===== config.mk =====
export PLATFORM = sky130hd
export DESIGN_NAME = ipv4_header_parser_with_payload_match
export DESIGN_NICKNAME = d
export VERILOG_FILES = /design/src/hdl/ihp_pkg.sv /design/src/hdl/ihp_front.sv /design/src/hdl/ihp_queue.sv /design/src/hdl/ihp_back.sv /design/src/hdl/ipv4_header_parser_with_payload_match.sv
export VERILOG_INCLUDE_DIRS = /design/src /design/src/hdl
export SDC_FILE = /design/constraint.sdc
export NUM_CORES = 2
export LEC_CHECK = 0
export BUFFER_PORTS_ARGS = -buffer_cell sky130_fd_sc_hd__buf_2
export CAP_MARGIN = 20
export CORE_UTILIZATION = 42
export DETAILED_ROUTE_END_ITERATION = 16
export GPL_TIMING_DRIVEN = 0
export PLACE_DENSITY = 0.64
export RECOVER_POWER = 25
export SLEW_MARGIN = 10
export SYNTH_ARGS = -nofsm -noshare
export SYNTH_HDL_FRONTEND = slang
export SYNTH_SLANG_ARGS = --single-unit

===== constraint.sdc =====
create_clock -name clk -period 22.4 [get_ports clk]
set_input_delay 3.36 -clock clk [delete_from_list [all_inputs] [get_ports clk]]
set_output_delay 3.36 -clock clk [all_outputs]
set_load 0.01 [all_outputs]

===== src/hdl/ipv4_header_parser_with_payload_match_macros.svh =====
// Assertion helpers shared by the parser modules
`ifndef IPV4_HEADER_PARSER_WITH_PAYLOAD_MATCH_MACROS_SVH
`define IPV4_HEADER_PARSER_WITH_PAYLOAD_MATCH_MACROS_SVH
`ifndef SYNTHESIS
`define IHP_ASSERT(label, clk_s, rst_s, prop, msg) \
  label: assert property (@(posedge clk_s) disable iff (rst_s) prop) else $error(msg);
`define IHP_ASSERT_R(label, clk_s, prop, msg) \
  label: assert property (@(posedge clk_s) prop) else $error(msg);
`else
`define IHP_ASSERT(label, clk_s, rst_s, prop, msg)
`define IHP_ASSERT_R(label, clk_s, prop, msg)
`endif
`endif


===== src/hdl/ihp_pkg.sv =====
`default_nettype none
package ihp_pkg;

  localparam int PatternMax = 16;
  localparam int PositionBits = 16;
  localparam int FillBits = $clog2(PatternMax + 1);
  localparam logic [PositionBits-1:0] PosMax = {PositionBits{1'b1}};
  localparam int QueueDepth = 2;

  // verdict codes
  localparam logic [1:0] VerdictPass = 2'd0;
  localparam logic [1:0] VerdictBadIp = 2'd1;
  localparam logic [1:0] VerdictBadTcp = 2'd2;
  localparam logic [1:0] VerdictNoMatch = 2'd3;

  // transport classes
  localparam logic [1:0] ClassTcp = 2'd0;
  localparam logic [1:0] ClassUdp = 2'd1;
  localparam logic [1:0] ClassIcmp = 2'd2;
  localparam logic [1:0] ClassOther = 2'd3;

  localparam logic [7:0] ProtoTcp = 8'd6;
  localparam logic [7:0] ProtoUdp = 8'd17;
  localparam logic [7:0] ProtoIcmp = 8'd1;

  // register indexes
  localparam logic [1:0] RegPatternFirst = 2'd0;
  localparam logic [1:0] RegPatternLast = 2'd1;
  localparam logic [1:0] RegPatternLength = 2'd2;

  typedef struct packed {
    logic [7:0] frame_byte;
    logic       frame_end;
  } in_item_t;

  typedef struct packed {
    logic [1:0]  verdict;
    logic [15:0] ether_kind;
    logic [47:0] source_mac;
    logic [47:0] dest_mac;
    logic [1:0]  transport_class;
    logic [7:0]  ip_protocol_number;
    logic [31:0] source_ip;
    logic [31:0] dest_ip;
    logic [15:0] source_port;
    logic [15:0] dest_port;
    logic [15:0] payload_length;
  } out_item_t;

  // classified byte from the front part to the search part
  typedef struct packed {
    logic [7:0] mapped;
    logic       is_zero;
    logic       in_payload;
    logic       last;
    out_item_t  hdr;
  } job_t;

  function automatic logic [1:0] class_of(input logic [7:0] proto);
    logic [1:0] c;
    c = ClassOther;
    if (proto == ProtoTcp) c = ClassTcp;
    else if (proto == ProtoUdp) c = ClassUdp;
    else if (proto == ProtoIcmp) c = ClassIcmp;
    return c;
  endfunction

endpackage
`default_nettype wire


===== src/hdl/ihp_front.sv =====
`default_nettype none
// Header capture and byte classification
module ihp_front import ihp_pkg::*; (
  input  wire logic     clk,
  input  wire logic     rst,
  input  wire logic     take,
  input  wire in_item_t item,
  output job_t          job
);

  logic [PositionBits-1:0] pos;
  logic [47:0] dmac, smac, dmac_next, smac_next;
  logic [15:0] etype, tot_len, sport, dport;
  logic [15:0] etype_next, tot_len_next, sport_next, dport_next;
  logic [7:0] proto, ihl4, tcp4, proto_next, ihl4_next, tcp4_next;
  logic [31:0] sip, dip, sip_next, dip_next;
  logic [7:0] b;
  logic active;

  // transport start and payload arithmetic
  logic [1:0] cls;
  logic [7:0] thdr;
  logic [16:0] hdr_sum, tp_start;
  logic [16:0] pay_len;
  logic [16:0] t_off, p_off;
  logic ip_ok, tcp_ok;

  // header view once this byte is taken in, used for the frame's last byte
  logic [1:0] cls_next, verd_next;
  logic [7:0] thdr_next;
  logic [16:0] hdr_sum_next, pay_len_next;

  always_comb begin
    b = item.frame_byte;
    active = (pos != PosMax);
    cls = class_of(proto);
    case (cls)
      ClassTcp: thdr = tcp4;
      ClassOther: thdr = 8'd0;
      default: thdr = 8'd8;
    endcase
    hdr_sum = 17'(ihl4) + 17'(thdr);
    pay_len = (17'(tot_len) > hdr_sum) ? 17'(tot_len) - hdr_sum : 17'd0;
    tp_start = 17'd14 + 17'(ihl4);
    t_off = 17'(pos) - tp_start;
    p_off = t_off - 17'(thdr);
    ip_ok = (ihl4 >= 8'd20);
    tcp_ok = !(proto == ProtoTcp && tcp4 < 8'd20);
  end

  // capture of the current byte
  always_comb begin
    dmac_next = dmac; smac_next = smac; etype_next = etype; tot_len_next = tot_len;
    proto_next = proto; ihl4_next = ihl4; tcp4_next = tcp4; sip_next = sip;
    dip_next = dip; sport_next = sport; dport_next = dport;
    if (active) begin
      if (pos < 6) dmac_next = {dmac[39:0], b};
      else if (pos < 12) smac_next = {smac[39:0], b};
      else if (pos < 14) etype_next = {etype[7:0], b};
      else if (pos == 14) ihl4_next = {2'b00, b[3:0], 2'b00};
      else if (pos == 16 || pos == 17) tot_len_next = {tot_len[7:0], b};
      else if (pos == 23) proto_next = b;
      else if (pos >= 26 && pos < 30) sip_next = {sip[23:0], b};
      else if (pos >= 30 && pos < 34) dip_next = {dip[23:0], b};
      if (ip_ok && 17'(pos) >= tp_start) begin
        if (cls <= ClassUdp && t_off < 17'd2) sport_next = {sport[7:0], b};
        else if (cls <= ClassUdp && t_off < 17'd4) dport_next = {dport[7:0], b};
        else if (cls == ClassTcp && t_off == 17'd12) tcp4_next = {2'b00, b[7:4], 2'b00};
      end
    end
  end

  // header checks and payload length after the byte
  always_comb begin
    cls_next = class_of(proto_next);
    case (cls_next)
      ClassTcp: thdr_next = tcp4_next;
      ClassOther: thdr_next = 8'd0;
      default: thdr_next = 8'd8;
    endcase
    hdr_sum_next = 17'(ihl4_next) + 17'(thdr_next);
    pay_len_next = (17'(tot_len_next) > hdr_sum_next) ? 17'(tot_len_next) - hdr_sum_next
                                                       : 17'd0;
    if (ihl4_next < 8'd20) verd_next = VerdictBadIp;
    else if (proto_next == ProtoTcp && tcp4_next < 8'd20) verd_next = VerdictBadTcp;
    else verd_next = VerdictPass;
  end

  // payload flag and mapping use the state before this byte
  always_comb begin
    job.in_payload = active && ip_ok && tcp_ok && 17'(pos) >= tp_start + 17'(thdr)
                     && p_off < pay_len;
    job.is_zero = (b == 8'd0);
    job.mapped = (b < 8'h20 || b > 8'h7e) ? 8'd27 : b;
    job.last = item.frame_end;
    job.hdr.verdict = verd_next;
    job.hdr.ether_kind = etype_next;
    job.hdr.source_mac = smac_next;
    job.hdr.dest_mac = dmac_next;
    job.hdr.transport_class = cls_next;
    job.hdr.ip_protocol_number = proto_next;
    job.hdr.source_ip = sip_next;
    job.hdr.dest_ip = dip_next;
    job.hdr.source_port = (verd_next == VerdictBadIp) ? 16'd0 : sport_next;
    job.hdr.dest_port = (verd_next == VerdictBadIp) ? 16'd0 : dport_next;
    job.hdr.payload_length = (verd_next == VerdictPass) ? pay_len_next[15:0] : 16'd0;
  end

  // capture registers
  always_ff @(posedge clk) begin
    if (rst || (take && item.frame_end)) begin
      pos <= '0; dmac <= '0; smac <= '0; etype <= '0; tot_len <= '0;
      proto <= '0; ihl4 <= '0; tcp4 <= '0; sip <= '0; dip <= '0;
      sport <= '0; dport <= '0;
    end else if (take && active) begin
      pos <= pos + 1'b1;
      dmac <= dmac_next; smac <= smac_next; etype <= etype_next;
      tot_len <= tot_len_next; proto <= proto_next; ihl4 <= ihl4_next;
      tcp4 <= tcp4_next; sip <= sip_next; dip <= dip_next;
      sport <= sport_next; dport <= dport_next;
    end
  end

endmodule
`default_nettype wire


===== src/hdl/ihp_queue.sv =====
`default_nettype none
`include "ipv4_header_parser_with_payload_match_macros.svh"
// Short job queue between front and back parts
module ihp_queue import ihp_pkg::*; (
  input  wire logic clk,
  input  wire logic rst,
  input  wire logic wr,
  input  job_t      wdata,
  output logic      full,
  input  wire logic rd,
  output logic      empty,
  output job_t      rdata
);

  localparam int AW = $clog2(QueueDepth);
  job_t slots [QueueDepth];
  logic [AW-1:0] wp, rp;
  logic [AW:0] cnt;

  assign full = (cnt == (AW+1)'(QueueDepth));
  assign empty = (cnt == '0);
  assign rdata = slots[rp];

  always_ff @(posedge clk) begin
    if (wr && !full) slots[wp] <= wdata;
    if (rst) begin
      wp <= '0; rp <= '0; cnt <= '0;
    end else begin
      if (wr && !full) wp <= wp + 1'b1;
      if (rd && !empty) rp <= rp + 1'b1;
      cnt <= cnt + (AW+1)'(wr && !full) - (AW+1)'(rd && !empty);
    end
  end

  `IHP_ASSERT(a_cnt_range, clk, rst, cnt <= (AW+1)'(QueueDepth), "queue count overflow")
  `IHP_ASSERT(a_no_underflow, clk, rst, empty |-> !(rd && !empty), "queue underflow")
  `IHP_ASSERT_R(a_reset_empty, clk, $past(rst) |-> empty, "queue not empty after reset")

endmodule
`default_nettype wire


===== src/hdl/ihp_back.sv =====
`default_nettype none
`include "ipv4_header_parser_with_payload_match_macros.svh"
// Sliding pattern search and verdict
module ihp_back import ihp_pkg::*; (
  input  wire logic         clk,
  input  wire logic         rst,
  input  wire logic         job_valid,
  input  job_t              job,
  output logic              job_take,
  input  wire logic [63:0]  pat_lo,
  input  wire logic [63:0]  pat_hi,
  input  wire logic [4:0]   pat_len,
  output logic              res_valid,
  output out_item_t         res,
  input  wire logic         res_take
);

  logic [7:0] win [PatternMax];
  logic [7:0] win_new [PatternMax];
  logic [7:0] pbyte [PatternMax];
  logic [FillBits-1:0] fill, fill_new, elen;
  logic closed, seen, hit, do_byte, closing;
  logic [1:0] verd;
  out_item_t res_next;

  always_comb begin
    for (int i = 0; i < PatternMax; i++)
      pbyte[i] = (i < 8) ? pat_lo[8*(i%8) +: 8] : pat_hi[8*(i%8) +: 8];
    // effective length: capped, stops at first zero byte
    elen = (pat_len > 5'(PatternMax)) ? FillBits'(PatternMax) : FillBits'(pat_len);
    for (int i = PatternMax - 1; i >= 0; i--)
      if (pbyte[i] == 8'd0 && FillBits'(i) < elen) elen = FillBits'(i);
    do_byte = job.in_payload && !closed && !job.is_zero;
    closing = job.in_payload && !closed && job.is_zero;
    for (int i = 0; i < PatternMax - 1; i++) win_new[i] = win[i+1];
    win_new[PatternMax-1] = job.mapped;
    fill_new = (fill < FillBits'(PatternMax)) ? fill + 1'b1 : fill;
    hit = (elen != '0) && (fill_new >= elen);
    for (int i = 0; i < PatternMax; i++)
      if (FillBits'(i) < elen && win_new[PatternMax - int'(elen) + i] != pbyte[i]) hit = 1'b0;
  end

  assign job_take = job_valid && (!res_valid || res_take || !job.last);

  // final verdict for the frame's last byte; header faults take precedence
  always_comb begin
    verd = job.hdr.verdict;
    if (verd == VerdictPass && elen != '0 && !(seen || (do_byte && hit)))
      verd = VerdictNoMatch;
    res_next = job.hdr;
    res_next.verdict = verd;
  end

  always_ff @(posedge clk) begin
    if (rst) begin
      fill <= '0; closed <= 1'b0; seen <= 1'b0; res_valid <= 1'b0;
    end else begin
      if (res_take) res_valid <= 1'b0;
      if (job_take) begin
        if (job.last) begin
          fill <= '0; closed <= 1'b0; seen <= 1'b0;
          res_valid <= 1'b1;
        end else begin
          if (do_byte) begin
            fill <= fill_new;
            if (hit) seen <= 1'b1;
          end
          if (closing) closed <= 1'b1;
        end
      end
    end
  end

  always_ff @(posedge clk) begin
    if (rst || (job_take && job.last)) begin
      for (int i = 0; i < PatternMax; i++) win[i] <= '0;
    end else if (job_take && do_byte) begin
      for (int i = 0; i < PatternMax; i++) win[i] <= win_new[i];
    end
    if (job_take && job.last) res <= res_next;
  end

  `IHP_ASSERT(a_fill_cap, clk, rst, fill <= FillBits'(PatternMax), "window fill overflow")
  `IHP_ASSERT(a_no_overwrite, clk, rst,
    (res_valid && !res_take) |=> $stable(res), "pending result overwritten")

endmodule
`default_nettype wire


===== src/hdl/ipv4_header_parser_with_payload_match.sv =====
`default_nettype none
// Ethernet/IPv4 header parser with payload pattern filter.
// Input queue side: frame_in (byte, end flag) is taken when push && !full.
// Result queue side: result is valid while empty is low, removed by pop.
// One result per frame, produced from the frame's last byte.
// The front part captures headers and classifies each byte in the cycle it
// arrives; a two-entry job queue feeds the search part, which keeps a
// 16-byte sliding window compared in parallel and registers the result.
// Throughput: one byte per cycle while pop keeps up; the result is registered
// once the frame's last byte leaves the job queue.
// Bad headers are reported on the verdict field after the whole frame.
// When pop is held low the result register holds; bytes of the next frame
// still flow, its last byte waits at the queue head and full rises once one
// more byte sits behind it. Reset clears all frame state, the queue and the
// pattern registers. Pattern registers sit on an APB port at byte addresses
// 0, 8 and 16; change them only when the block is idle.
module ipv4_header_parser_with_payload_match import ihp_pkg::*; (
  input  wire logic        clk,
  input  wire logic        rst,
  input  wire logic        push,
  output logic             full,
  input  in_item_t         frame_in,
  output logic             empty,
  input  wire logic        pop,
  output out_item_t        result,
  input  wire logic        psel,
  input  wire logic        penable,
  input  wire logic        pwrite,
  input  wire logic [4:0]  paddr,
  input  wire logic [63:0] pwdata,
  output logic [63:0]      prdata,
  output logic             pready
);

  logic [63:0] pat_lo, pat_hi;
  logic [4:0] pat_len;
  logic [1:0] reg_idx;
  job_t fjob, qjob;
  logic q_empty, job_take, res_valid;

  assign pready = 1'b1;
  assign reg_idx = paddr[4:3];

  // configuration registers
  always_ff @(posedge clk) begin
    if (rst) begin
      pat_lo <= '0; pat_hi <= '0; pat_len <= '0;
    end else if (psel && penable && pwrite) begin
      unique case (reg_idx)
        RegPatternFirst: pat_lo <= pwdata;
        RegPatternLast: pat_hi <= pwdata;
        RegPatternLength: pat_len <= pwdata[4:0];
        default: ;
      endcase
    end
  end

  always_comb begin
    unique case (reg_idx)
      RegPatternFirst: prdata = pat_lo;
      RegPatternLast: prdata = pat_hi;
      RegPatternLength: prdata = {59'd0, pat_len};
      default: prdata = '0;
    endcase
  end

  ihp_front u_front (
    .clk(clk), .rst(rst), .take(push && !full), .item(frame_in), .job(fjob)
  );

  ihp_queue u_queue (
    .clk(clk), .rst(rst), .wr(push), .wdata(fjob), .full(full),
    .rd(job_take), .empty(q_empty), .rdata(qjob)
  );

  ihp_back u_back (
    .clk(clk), .rst(rst), .job_valid(!q_empty), .job(qjob), .job_take(job_take),
    .pat_lo(pat_lo), .pat_hi(pat_hi), .pat_len(pat_len),
    .res_valid(res_valid), .res(result), .res_take(pop)
  );

  assign empty = !res_valid;

endmodule
`default_nettype wire


==> impl_metrics.yaml <==
clock_network:
  clk_path_buf_depth: 3
  cts_buffers: 136
  cts_tree: "yes"
  postCtsHoldBufs: 0
  ctsResizeCount: 0
  cts.clk_slew.worst_paths_ns: 0.06
  clock_sinks: 1260
  cts_htree_levels: 4
  clock_latency_ns: 0.81
  cts_root_buf: "clkbuf_16"
  postCtsSetupBuffers: 0
timing:
  fin_crit_sh_pct: 69.06
  post-route-min-period_ns: 15.47
  relSlewSlack_pct: -85.88
  rsz0062_at_grt: "no"
  tightest_slew_ns: 2.788
  slew_violations: 171
  hold_violations: 0
  setup-violations-final: 0
  skew_ns: 0.04920
  fmax_ghz: 0.06464
power:
  irDropWorstVdd_uv: 81.97
  p_per_area_nw_per_um2: 110.2
  power.total_mw: 8.155
  leakage_nw: 28.18
synth:
  synth-edff-count: 850
  muxShareOfSynthArea_pct: 14.37
  synth_compound_area_share_pct: 9.819
  ys_types: 111
  synthesis.area_um2: 64060
  ys_seq_elements: 1260
  synth_flop_cell: "edfxtp_1"
  synth_xor_area_share_pct: 2.873
  yosysWarnings: 0
  postSynthAreaPerCell_um2: 10.86
  synth-simple-area-share_pct: 15.13
  yosysSeqAreaShare_pct: 52.66
  synth_top_family_by_area: "simple AND/OR/NAND/NOR gates"
  syn_inst: 5901
  synthAdderAreaFrac_pct: 2.211
  ys_async_sr_fraction_pct: 0
worst_setup_path:
  critical_path_class: "reg2reg"
  worst_path_max_delay_cell: "clkbuf_1"
  crit_path_max_incr_delay_ns: 0.92
  rrSetupSlack_ns: 6.93
  critPathMostFrequentCell: "clkbuf_1"
  cp-end-kind: "flip-flop"
  worstPathMaxFanout: 12
  critPathLaunchType: "flip-flop"
  crit_required_ns: 22.91
  worstPathArrival_ns: 15.98
floorplan:
  start_util_pct: 42.52
  io-pin-count: 388
  coreArea_um2: 150700
  dieArea_um2: 154100
  dieHeight_um: 392.5
  num_rows: 142
  die_w_um: 392.5
flow_run:
  drv_cap: 5
global_route:
  first_global_vias: 49110
  antenna_found_initial: 15
  grt_pass1_wl_mm: 360.6
  grtUsageTotal_pct: 32.95
  grt_max_degree: 82
  overflow: 0
route:
  num_vias: 51220
  drc: 0
  drt_first_pass_iters: 7
  viasPerCell: 5.952
  drt_wl_total_mm: 259.0
  drt_iter0_drc: 5009
  avgRoutedWirePerCell_um: 30.09
  ant_nets: 0
min_path:
  min_path_type: "reg2reg"
finish:
  layout_common_cells: "850 x edfxtp_1, 648 x nand2_1, 629 x nor2_1"
  n_fill_cell: 13870
  final_area_um2: 74010
  layout_commonest_cell: "edfxtp_1"
  area_growth_pct: 15.53
  finalNetCount: 6670
  drive_gt1_share_pct: 16.65
placement:
  dp_hpwl_mm: 194.9
  place_congestion: 1.065
  portBuffers: 380
  place_area_um2: 69380
outcome:
  status: "finished, violations left"
  violations: "max-capacitance violations, max-slew violations"
-- sequential cells by signal, indices dropped and copies added, names as in the netlist, 8 cells and up, named ones only --
name / cells
u_front.pos: 16
pat_lo: 64
u_front.dip: 32
u_front.etype: 16
u_back.win: 120
u_front.tcp4: 8
u_front.sip: 32
u_front.tot_len: 16
u_queue.slots: 494
u_front.dport: 16
u_front.smac: 48
u_front.dmac: 48
u_back.res: 236
u_front.proto: 8
u_front.sport: 16
u_front.ihl4: 8
pat_hi: 64
-- synth_stat cells, types with 9 or more instances --
cell,instances,area [µm²]
o22ai_1,14,87.58
dfxtp_1,410,8208
a221oi_1,11,96.34
and2_1,136,850.8
or4_1,26,195.2
xnor2_1,102,893.4
a221o_1,10,100.1
o31ai_1,9,67.56
a31oi_1,29,181.4
mux2i_1,325,3253
nand4_1,50,312.8
o21ai_0,107,535.5
o221ai_1,9,78.83
xor2_1,103,902.1
a21oi_1,359,1797
nor4_1,61,381.6
a211o_1,38,332.8
inv_1,86,322.8
buf_1,38,142.6
nand2b_1,35,219.0
edfxtp_1,850,25520
nor2b_1,38,237.7
a22o_1,19,166.4
or3_1,18,112.6
ha_1,102,1276
a32oi_1,23,201.4
or2_2,13,81.33
a21boi_0,11,82.58
a211oi_1,54,405.4
a21o_1,41,307.8
mux2_2,463,5214
clkbuf_1,297,1115
and3_1,43,269.0
a22oi_1,24,180.2
nor2_1,630,2365
nor3_1,219,1096
nand2_1,648,2432
o211ai_1,53,397.9
o21a_1,11,82.58
nor3b_1,19,142.6
nand3_1,104,520.5
buf_2,33,165.2
mux4_2,31,698.2
-- critical path: cells and delay by family, from the launching register on --
kind / cells / cell delay [ns]
adder cells (fa/ha/maj): 2 / 0.54
buffers and inverters: 9 / 5.71
AO/OA/AOI/OAI: 12 / 4.22
AND/OR/NAND/NOR: 10 / 4.10
XOR/XNOR: 1 / 0.15
flip-flops: 1 / 0.36
-- worst paths after layout --
kind,startpoint,endpoint,depth (start not counted)
worst max-delay path,pat_hi[63],u_back.res[235],34
worst min-delay path,u_back.seen,u_back.seen,2
worst max register to register,pat_hi[63],u_back.res[235],34
worst min register to register,u_back.seen,u_back.seen,2
-- routing by layer --
layer  vias to the layer above  wire length (µm)  GRT usage, %
li1                      22740                 -             -
met3                       634             20160         7.046
met1                     25460            100100         39.92
met4                         8             19320         21.93
met5                         -                62             0
met2                      2374            119300         52.78
-- layout make-up --
type | instances | area, µm² | area share [%]
Buffer | 379 | 1529 | 2.066
Multi-Input combinational cell | 4170 | 28510 | 38.52
Tap cell | 2016 | 2522 | 3.408
Clock buffer | 187 | 3809 | 5.146
Timing Repair Buffer | 436 | 2694 | 3.640
Inverter | 93 | 356.6 | 0.4818
Sequential cell | 1260 | 33730 | 45.58
Antenna cell | 3 | 7.507 | 0.01014
Clock inverter | 62 | 848.3 | 1.146
-- kinds of logic (layout without fill, tap and decap cells) --
| group | after synthesis | after routing |
|---|---|---|
| simple gates | 2088 | 2088 |
| flops | 1260 | 1260 |
| compound gates | 941 | 941 |
| mux | 822 | 822 |
| buf+inv | 472 | 1157 |
| xor+xnor | 207 | 207 |
| fa+ha+maj | 109 | 109 |
| other cells | 2 | 6 |
-- metrics by stage --
| stage | utilization, % | hold WS, ns | worst slack [ns] | TNS, ns | cells |
|---|---|---|---|---|---|
| finish | 49.12 | 0.4473 | 6.930 | 0 | 8606 |
| detailed placement | 46.05 | 0.4415 | 7.640 | 0 | 8348 |
| floorplan | - | 0.4201 | 4.873 | 0 | 5902 |
| global route | 49.12 | 0.4701 | 6.861 | 0 | 8603 |
| CTS | 49.14 | 0.4494 | 7.603 | 0 | 8597 |
| global placement | 45.46 | 0.4290 | -3.744 | -527.71 | 8298 |
-- power by group --
group | internal, mW | switching, mW | total [mW] | leakage (nW)
sequential | 3.06 | 0.343 | 3.40 | 11.5
combinational | 0.840 | 1.60 | 2.44 | 14.4
clock | 1.31 | 1.00 | 2.31 | 2.23
total | 5.21 | 2.95 | 8.15 | 28.2
Note: power is estimated with default switching activity, not from simulation.
